<file path="config.mk">
export PLATFORM = sky130hd
export DESIGN_NAME = simple_moving_average
export DESIGN_NICKNAME = d
export VERILOG_FILES = /design/src/design/smavg_pkg.sv /design/src/design/simple_moving_average.sv /design/src/design/smavg_ring.sv /design/src/design/smavg_div.sv
export SDC_FILE = /design/constraint.sdc
export NUM_CORES = 2
export LEC_CHECK = 0
export BUFFER_PORTS_ARGS = -buffer_cell sky130_fd_sc_hd__buf_2
export CAP_MARGIN = 10
export CORE_MARGIN = 4
export CORE_UTILIZATION = 40
export DETAILED_ROUTE_END_ITERATION = 7
export PLACE_DENSITY = 0.65
export SETUP_SLACK_MARGIN = 0.02
export SKIP_LAST_GASP = 1
export SYNTH_ARGS = -nofsm -noshare
export SYNTH_HDL_FRONTEND = slang
export SYNTH_SLANG_ARGS = --single-unit
</file>
<file path="constraint.sdc">
create_clock -name clk -period 7.6 [get_ports clk]
set_clock_uncertainty 0.1 [all_clocks]
set_input_delay 1.52 -clock clk [delete_from_list [all_inputs] [get_ports clk]]
set_output_delay 1.52 -clock clk [all_outputs]
set_load 0.02 [all_outputs]
</file>
<file path="src/design/smavg_pkg.sv">
package smavg_pkg;

  localparam int WINDOW_MAX_DEF  = 64;
  localparam int SAMPLE_BITS_DEF = 32;
  localparam int CFG_W           = 7;
  localparam int WINDOW_RESET    = 8;

  typedef enum logic [2:0] {
    ST_IDLE,
    ST_READ,
    ST_UPDATE,
    ST_DIV,
    ST_HOLD
  } smavg_state_t;

endpackage

</file>
<file path="src/design/simple_moving_average.sv">
// channel | ports                                       | direction
// input   | in_valid, in_ready, in_sample, in_first_... | item in
// result  | out_valid, out_ready, out_average           | item out
// config  | cfg_wr_en, cfg_wr_data                      | window write
//
// an item passes through the read and update states, and an item that yields a
// result (the window is then full) goes on through the bit-serial divide state.
// reset (rst_n, synchronous) clears sum, fill count, write slot and sets window = 8 (at most WINDOW_MAX).
// a finished result sits in the output register while the next item is taken;
// the block stalls only when a second result is ready before the first is taken.
module simple_moving_average import smavg_pkg::*; #(
  parameter int WINDOW_MAX  = WINDOW_MAX_DEF,
  parameter int SAMPLE_BITS = SAMPLE_BITS_DEF
) (
  input  logic                          clk,
  input  logic                          rst_n,
  input  logic                          in_valid,
  output logic                          in_ready,
  input  logic signed [SAMPLE_BITS-1:0] in_sample,
  input  logic                          in_first_of_series,
  output logic                          out_valid,
  input  logic                          out_ready,
  output logic signed [SAMPLE_BITS-1:0] out_average,
  input  logic                          cfg_wr_en,
  input  logic        [CFG_W-1:0]       cfg_wr_data
);

  localparam int SLOT_W  = $clog2(WINDOW_MAX);
  localparam int WIN_W   = $clog2(WINDOW_MAX + 1);
  localparam int SUM_W   = SAMPLE_BITS + SLOT_W;
  localparam int CMP_W   = (CFG_W > WIN_W) ? CFG_W : WIN_W;
  localparam int WIN_RST = (WINDOW_RESET > WINDOW_MAX) ? WINDOW_MAX : WINDOW_RESET;

  smavg_state_t state_r, state_nxt;

  logic        [WIN_W-1:0]       win_r;
  logic        [WIN_W-1:0]       cfg_win;
  logic        [CMP_W-1:0]       cfg_ext;
  logic signed [SUM_W-1:0]       sum_r, sum_nxt;
  logic        [SLOT_W-1:0]      slot_r, slot_nxt;
  logic        [WIN_W-1:0]       fill_r, fill_nxt;
  logic signed [SAMPLE_BITS-1:0] sample_r;
  logic        [SLOT_W:0]        old_raw;
  logic        [SLOT_W-1:0]      old_addr;
  logic        [SAMPLE_BITS-1:0] old_data;
  logic                          full;
  logic                          produce;
  logic                          accept;
  logic                          rd_en;
  logic                          wr_en;
  logic                          div_start;
  logic                          div_done;
  logic signed [SAMPLE_BITS-1:0] div_q;
  logic                          out_load;
  logic                          out_valid_r;
  logic signed [SAMPLE_BITS-1:0] out_average_r;

  // clamp written window to 1..WINDOW_MAX
  always_comb begin
    cfg_ext = CMP_W'(cfg_wr_data);
    if (cfg_ext == '0) begin
      cfg_win = WIN_W'(1);
    end else if (cfg_ext > CMP_W'(WINDOW_MAX)) begin
      cfg_win = WIN_W'(WINDOW_MAX);
    end else begin
      cfg_win = WIN_W'(cfg_ext);
    end
  end

  // slot that entered win_r items ago
  always_comb begin
    old_raw = (SLOT_W+1)'(slot_r) + (SLOT_W+1)'(WINDOW_MAX) - (SLOT_W+1)'(win_r);
    if (old_raw >= (SLOT_W+1)'(WINDOW_MAX)) begin
      old_addr = SLOT_W'(old_raw - (SLOT_W+1)'(WINDOW_MAX));
    end else begin
      old_addr = old_raw[SLOT_W-1:0];
    end
  end

  always_comb begin
    full     = (fill_r >= win_r);
    fill_nxt = full ? fill_r : fill_r + 1'b1;
    produce  = (fill_nxt >= win_r);
    slot_nxt = (slot_r == SLOT_W'(WINDOW_MAX - 1)) ? '0 : slot_r + 1'b1;
    sum_nxt  = sum_r + SUM_W'(sample_r)
             - (full ? SUM_W'($signed(old_data)) : SUM_W'(0));
  end

  // next state
  always_comb begin
    state_nxt = state_r;
    unique case (state_r)
      ST_IDLE:   if (in_valid) state_nxt = ST_READ;
      ST_READ:   state_nxt = ST_UPDATE;
      ST_UPDATE: state_nxt = produce ? ST_DIV : ST_IDLE;
      ST_DIV: begin
        if (div_done) state_nxt = out_load ? ST_IDLE : ST_HOLD;
      end
      ST_HOLD:   if (out_load) state_nxt = ST_IDLE;
      default:   state_nxt = ST_IDLE;
    endcase
  end

  // control outputs
  always_comb begin
    in_ready  = 1'b0;
    rd_en     = 1'b0;
    wr_en     = 1'b0;
    div_start = 1'b0;
    out_load  = 1'b0;
    unique case (state_r)
      ST_IDLE:   in_ready = 1'b1;
      ST_READ:   rd_en = 1'b1;
      ST_UPDATE: begin
        wr_en     = 1'b1;
        div_start = produce;
      end
      ST_DIV:    out_load = div_done && (!out_valid_r || out_ready);
      ST_HOLD:   out_load = !out_valid_r || out_ready;
      default:   in_ready = 1'b0;
    endcase
  end

  assign accept = in_valid && in_ready;

  always_ff @(posedge clk) begin
    if (!rst_n) begin
      state_r <= ST_IDLE;
    end else begin
      state_r <= state_nxt;
    end
  end

  always_ff @(posedge clk) begin
    if (!rst_n) begin
      win_r  <= WIN_W'(WIN_RST);
      sum_r  <= '0;
      fill_r <= '0;
      slot_r <= '0;
    end else if (cfg_wr_en) begin
      win_r  <= cfg_win;
      sum_r  <= '0;
      fill_r <= '0;
      slot_r <= '0;
    end else if (accept && in_first_of_series) begin
      sum_r  <= '0;
      fill_r <= '0;
      slot_r <= '0;
    end else if (wr_en) begin
      sum_r  <= sum_nxt;
      fill_r <= fill_nxt;
      slot_r <= slot_nxt;
    end
  end

  always_ff @(posedge clk) begin
    if (accept) begin
      sample_r <= in_sample;
    end
  end

  always_ff @(posedge clk) begin
    if (!rst_n) begin
      out_valid_r <= 1'b0;
    end else if (out_load) begin
      out_valid_r <= 1'b1;
    end else if (out_ready) begin
      out_valid_r <= 1'b0;
    end
  end

  always_ff @(posedge clk) begin
    if (out_load) begin
      out_average_r <= div_q;
    end
  end

  assign out_valid   = out_valid_r;
  assign out_average = out_average_r;

  smavg_ring #(
    .DEPTH (WINDOW_MAX),
    .AW    (SLOT_W),
    .DW    (SAMPLE_BITS)
  ) u_ring (
    .clk     (clk),
    .wr_en   (wr_en),
    .wr_addr (slot_r),
    .wr_data (sample_r),
    .rd_en   (rd_en),
    .rd_addr (old_addr),
    .rd_data (old_data)
  );

  smavg_div #(
    .SUM_W (SUM_W),
    .WIN_W (WIN_W),
    .Q_W   (SAMPLE_BITS)
  ) u_div (
    .clk      (clk),
    .rst_n    (rst_n),
    .start    (div_start),
    .dividend (sum_nxt),
    .divisor  (win_r),
    .done     (div_done),
    .quotient (div_q)
  );

endmodule

</file>
<file path="src/design/smavg_ring.sv">
module smavg_ring import smavg_pkg::*; #(
  parameter int DEPTH = WINDOW_MAX_DEF,
  parameter int AW    = $clog2(WINDOW_MAX_DEF),
  parameter int DW    = SAMPLE_BITS_DEF
) (
  input  logic          clk,
  input  logic          wr_en,
  input  logic [AW-1:0] wr_addr,
  input  logic [DW-1:0] wr_data,
  input  logic          rd_en,
  input  logic [AW-1:0] rd_addr,
  output logic [DW-1:0] rd_data
);

  logic [DW-1:0] mem [DEPTH];
  logic [DW-1:0] rd_data_r;

  always_ff @(posedge clk) begin
    if (wr_en) begin
      mem[wr_addr] <= wr_data;
    end
  end

  always_ff @(posedge clk) begin
    if (rd_en) begin
      rd_data_r <= mem[rd_addr];
    end
  end

  assign rd_data = rd_data_r;

endmodule

</file>
<file path="src/design/smavg_div.sv">
module smavg_div import smavg_pkg::*; #(
  parameter int SUM_W = SAMPLE_BITS_DEF + $clog2(WINDOW_MAX_DEF),
  parameter int WIN_W = $clog2(WINDOW_MAX_DEF + 1),
  parameter int Q_W   = SAMPLE_BITS_DEF
) (
  input  logic                    clk,
  input  logic                    rst_n,
  input  logic                    start,
  input  logic signed [SUM_W-1:0] dividend,
  input  logic        [WIN_W-1:0] divisor,
  output logic                    done,
  output logic signed [Q_W-1:0]   quotient
);

  localparam int CNT_W = $clog2(SUM_W + 1);

  logic [SUM_W-1:0] quo_r, quo_nxt;
  logic [WIN_W-1:0] rem_r, rem_nxt;
  logic [WIN_W-1:0] div_r;
  logic [CNT_W-1:0] cnt_r;
  logic             busy_r;
  logic             neg_r;
  logic             done_r;
  logic [WIN_W:0]   trial;
  logic [WIN_W:0]   diff;
  logic             ge;
  logic [SUM_W-1:0] mag;
  logic [SUM_W-1:0] quo_signed;

  assign mag = dividend[SUM_W-1] ? SUM_W'(-dividend) : SUM_W'(dividend);

  // one quotient bit per cycle, restoring
  always_comb begin
    trial   = {rem_r, quo_r[SUM_W-1]};
    diff    = trial - {1'b0, div_r};
    ge      = (trial >= {1'b0, div_r});
    rem_nxt = ge ? diff[WIN_W-1:0] : trial[WIN_W-1:0];
    quo_nxt = {quo_r[SUM_W-2:0], ge};
  end

  always_ff @(posedge clk) begin
    if (!rst_n) begin
      busy_r <= 1'b0;
      done_r <= 1'b0;
      cnt_r  <= '0;
    end else if (start) begin
      busy_r <= 1'b1;
      done_r <= 1'b0;
      cnt_r  <= CNT_W'(SUM_W);
    end else if (busy_r) begin
      cnt_r  <= cnt_r - 1'b1;
      busy_r <= (cnt_r != CNT_W'(1));
      done_r <= (cnt_r == CNT_W'(1));
    end else begin
      done_r <= 1'b0;
    end
  end

  always_ff @(posedge clk) begin
    if (start) begin
      quo_r <= mag;
      rem_r <= '0;
      div_r <= divisor;
      neg_r <= dividend[SUM_W-1];
    end else if (busy_r) begin
      quo_r <= quo_nxt;
      rem_r <= rem_nxt;
    end
  end

  assign quo_signed = neg_r ? (~quo_r + 1'b1) : quo_r;
  assign quotient   = quo_signed[Q_W-1:0];
  assign done       = done_r;

endmodule
</file>
==> flow_summary.json <==
{
  "outcome": "finished clean",
  "grt.total_usage": 0.1947,
  "synthCells": 4545,
  "critPathMaxFanout": 16,
  "fmax_mhz": 143.6,
  "synth-adder-area-share": 0.01807,
  "wl_um": 232600,
  "synth-edff-count": 2190,
  "cts_max_path_buffers": 3,
  "ant_nets": 0,
  "arrival_ns": 7.38,
  "syn_area_um2": 91660,
  "clkTransAtPathRegs_ns": 0.06,
  "synth_compound_area_frac": 0.02869,
  "slew_viol_final": 0,
  "met3WireLength_um": 26070,
  "cts.repair.resized": 0,
  "setup_viol": 0,
  "multi_input_area_um2": 23450,
  "fin_crit_ns": 6.964,
  "syn-num-nets": 4699,
  "core.rowCount": 175,
  "grt_max_degree": 113,
  "root_buffer": "clkbuf_16",
  "ys_ff_latch": 2267,
  "ios": 79,
  "overflow": 0,
  "async_flop_share": 0,
  "synth.avg_cell_area_um2": 20.17,
  "drive_above_1_share": 0.2592,
  "top_layer_used": "met4",
  "port_buffers": 78,
  "nets": 4935,
  "post_cts_buffers": 0,
  "synthMuxAreaShare": 0.1616,
  "finalSetupTns_ns": 0,
  "power_uw": 27670,
  "vdd_drop_max_v": 0.0002539,
  "clkSinkCount": 2267,
  "cts-htree-levels": 4,
  "synthFlopType": "edfxtp_1",
  "start_util": 0.4025,
  "dieWidth_um": 486.7,
  "clkLatencyLatePin_ns": 0.87,
  "cts_buffers": 218,
  "grt_pass1_wl_um": 330300,
  "drc": 0,
  "worst_setup_path_start_kind": "flip-flop",
  "cts_hold_buffers": 0,
  "crit_type": "flip-flop to flip-flop",
  "dp_cells": 7569,
  "final-seq-area_um2": 67300,
  "final_cells": 7976,
  "critical_path_required_ns": 8.02,
  "num_vias": 45567,
  "synth_top_family_by_area": "multiplexers",
  "syn_to_final_growth_pct": 13.46,
  "drv_cap": 0,
  "fin_crit_sh": 0.9163,
  "wl_met1_um": 92240,
  "drt_first_iter_violations": 6015,
  "grt_pass1_vias": 45506,
  "yosys_warnings": 0,
  "relSlewSlack": 0.1495,
  "hold_viol_final": 0,
  "endpoint_kind": "flip-flop",
  "antenna_found_initial": 15,
  "rsz0062_at_grt": "no",
  "reg2reg_slack_ns": 0.64,
  "synth-simple-area-share": 0.03006,
  "die_h_um": 486.7,
  "viasPerCell": 5.713,
  "core_um2": 227700,
  "synth_xor_area_frac": 0.01080,
  "fillCellCount": 18893,
  "worstMarginPinSlew_ns": 1.268,
  "seq_area_frac_synth": 0.7343,
  "wl_per_cell_um": 29.16,
  "die-area_um2": 236900,
  "synth_cell_types": 77,
  "wl_met2_um": 106200,
  "hp-class": "flip-flop to flip-flop",
  "cts_tree": "done",
  "first_pass_iters": 8,
  "power_density_nw_per_um2": 266.0,
  "hpwl_um": 130300,
  "p_leak_uw": 0.03308,
  "gp_congestion": 0.8364
}
cell type report:
cell class                      count  area share
Tap cell                         3009     0.03620
Sequential cell                  2267      0.6471
Timing Repair Buffer              242     0.01740
Multi-Input combinational cell   1880      0.2254
Antenna cell                        5   0.0001203
Clock buffer                      266     0.05418
Inverter                          172    0.006208
Clock inverter                    135     0.01334
where the power goes:
group / leakage (µW) / total [µW] / switching [µW] / internal [µW]
Sequential: 0.0203 / 13900 / 74.5 / 13800
Combinational: 0.00935 / 3110 / 1960 / 1160
Clock: 0.00341 / 10600 / 4710 / 5940
Total: 0.0331 / 27700 / 6740 / 20900
path summary, 6_finish.rpt:
path                           from                         to  cells after the start
max          fill_r[0]$_SDFFE_PP0P_  u_div.quo_r[36]$_DFFE_PP_                     24
min reg2reg   win_r[4]$_SDFFE_PN0P_   u_div.div_r[4]$_DFFE_PP_                      0
min           win_r[4]$_SDFFE_PN0P_   u_div.div_r[4]$_DFFE_PP_                      0
max reg2reg  fill_r[0]$_SDFFE_PP0P_  u_div.quo_r[36]$_DFFE_PP_                     24
layer usage:
layer	vias up	global-route usage
li1	18998	-
met1	24085	0.2659
met2	2150	0.2941
met3	334	0.06602
met4	0	0.06615
met5	-	0
synth_stat cells (7+ instances only):
| cell type | n | share of area |
|---|---|---|
| a211oi_1 | 51 | 0.0042 |
| a21boi_0 | 9 | 0.00074 |
| a21o_1 | 25 | 0.0020 |
| a21oi_1 | 118 | 0.0064 |
| and2_1 | 16 | 0.0011 |
| and3_1 | 8 | 0.00055 |
| buf_1 | 62 | 0.0025 |
| clkbuf_1 | 155 | 0.0063 |
| dfxtp_1 | 77 | 0.017 |
| edfxtp_1 | 2190 | 0.72 |
| fa_1 | 39 | 0.0085 |
| ha_1 | 70 | 0.0096 |
| inv_1 | 171 | 0.0070 |
| mux2i_1 | 39 | 0.0043 |
| mux4_2 | 640 | 0.16 |
| nand2_1 | 177 | 0.0072 |
| nand2b_1 | 15 | 0.0010 |
| nand3_1 | 25 | 0.0014 |
| nand4_1 | 16 | 0.0011 |
| nor2_1 | 162 | 0.0066 |
| nor2b_1 | 82 | 0.0056 |
| nor3_1 | 20 | 0.0011 |
| nor4_1 | 7 | 0.00048 |
| o211ai_1 | 9 | 0.00074 |
| o21a_1 | 10 | 0.00082 |
| o21ai_0 | 92 | 0.0050 |
| o21bai_1 | 7 | 0.00057 |
| o31ai_1 | 18 | 0.0015 |
| or3_1 | 18 | 0.0012 |
| xnor2_1 | 70 | 0.0067 |
| xor2_1 | 43 | 0.0041 |
critical path, stage by stage (launching register included):
cell	delay, ns
dfxtp_1	0.39
inv_1	0.09
ha_1	0.30
nand2b_1	0.14
a21o_1	0.17
a21o_1	0.17
a211o_1	0.29
a21o_1	0.21
a21oi_4	0.44
buf_4	0.30
nor2b_1	0.09
fa_1	0.48
inv_1	0.04
ha_1	0.41
a21oi_1	0.22
o21ai_0	0.21
nor2b_1	0.20
a211oi_1	0.51
a21oi_1	0.21
or3_1	0.42
a21o_1	0.22
or4_4	0.55
o41ai_2	0.24
xor2_1	0.17
o21ai_1	0.07
logic make-up (layout without fill, tap and decap cells):
kind of cell    Yosys count  in the layout
simple gates            575            575
buf+inv                 398            815
xor+xnor                113            113
other cells               0              5
mux                     680            680
compound gates          403            403
flops                  2267           2267
fa+ha+maj               109            109
metrics by stage:
step | util | worst slack (ns) | instance area (µm²) | hold WS (ns)
after floorplan | - | 1.141 | 91660 | 0.3082
after global placement | 0.4257 | 0.8131 | 96950 | 0.3145
final | 0.4567 | 0.6360 | 104000 | 0.3286
after CTS | 0.4566 | 0.7059 | 104000 | 0.3328
after global routing | 0.4567 | 0.3021 | 104000 | 0.3524
after detailed placement | 0.4257 | 0.7699 | 96950 | 0.3187
sequential cells by signal, indices dropped and copies added, names as in the netlist:
| register | count |
|---|---|
| u_div.div_r | 7 |
| u_div.cnt_r | 6 |
| slot_r | 6 |
| u_div.busy_r | 1 |
| win_r | 7 |
| sum_r | 38 |
| u_ring.mem | 2048 |
| u_div.neg_r | 1 |
| sample_r | 32 |
| u_div.quo_r | 38 |
| out_average | 32 |
| out_valid | 1 |
| u_ring.rd_data | 32 |
| fill_r | 7 |
| u_div.rem_r | 7 |
| u_div.done | 1 |
| state_r | 3 |
placed cells by master (no fill, tap or decap), drive strengths merged, types with 43 or more instances in the layout:
cell type and instances:
xnor2 70, nor2 162, nor2b 82, ha 70, o21ai 97, edfxtp 2190
a21oi 120, clkbuf 267, a211oi 53, inv 177, buf 241, clkinv 106
mux4 640, nand2 177, dfxtp 77, xor2 43
No activity file was read; power rests on OpenSTA's default activity.
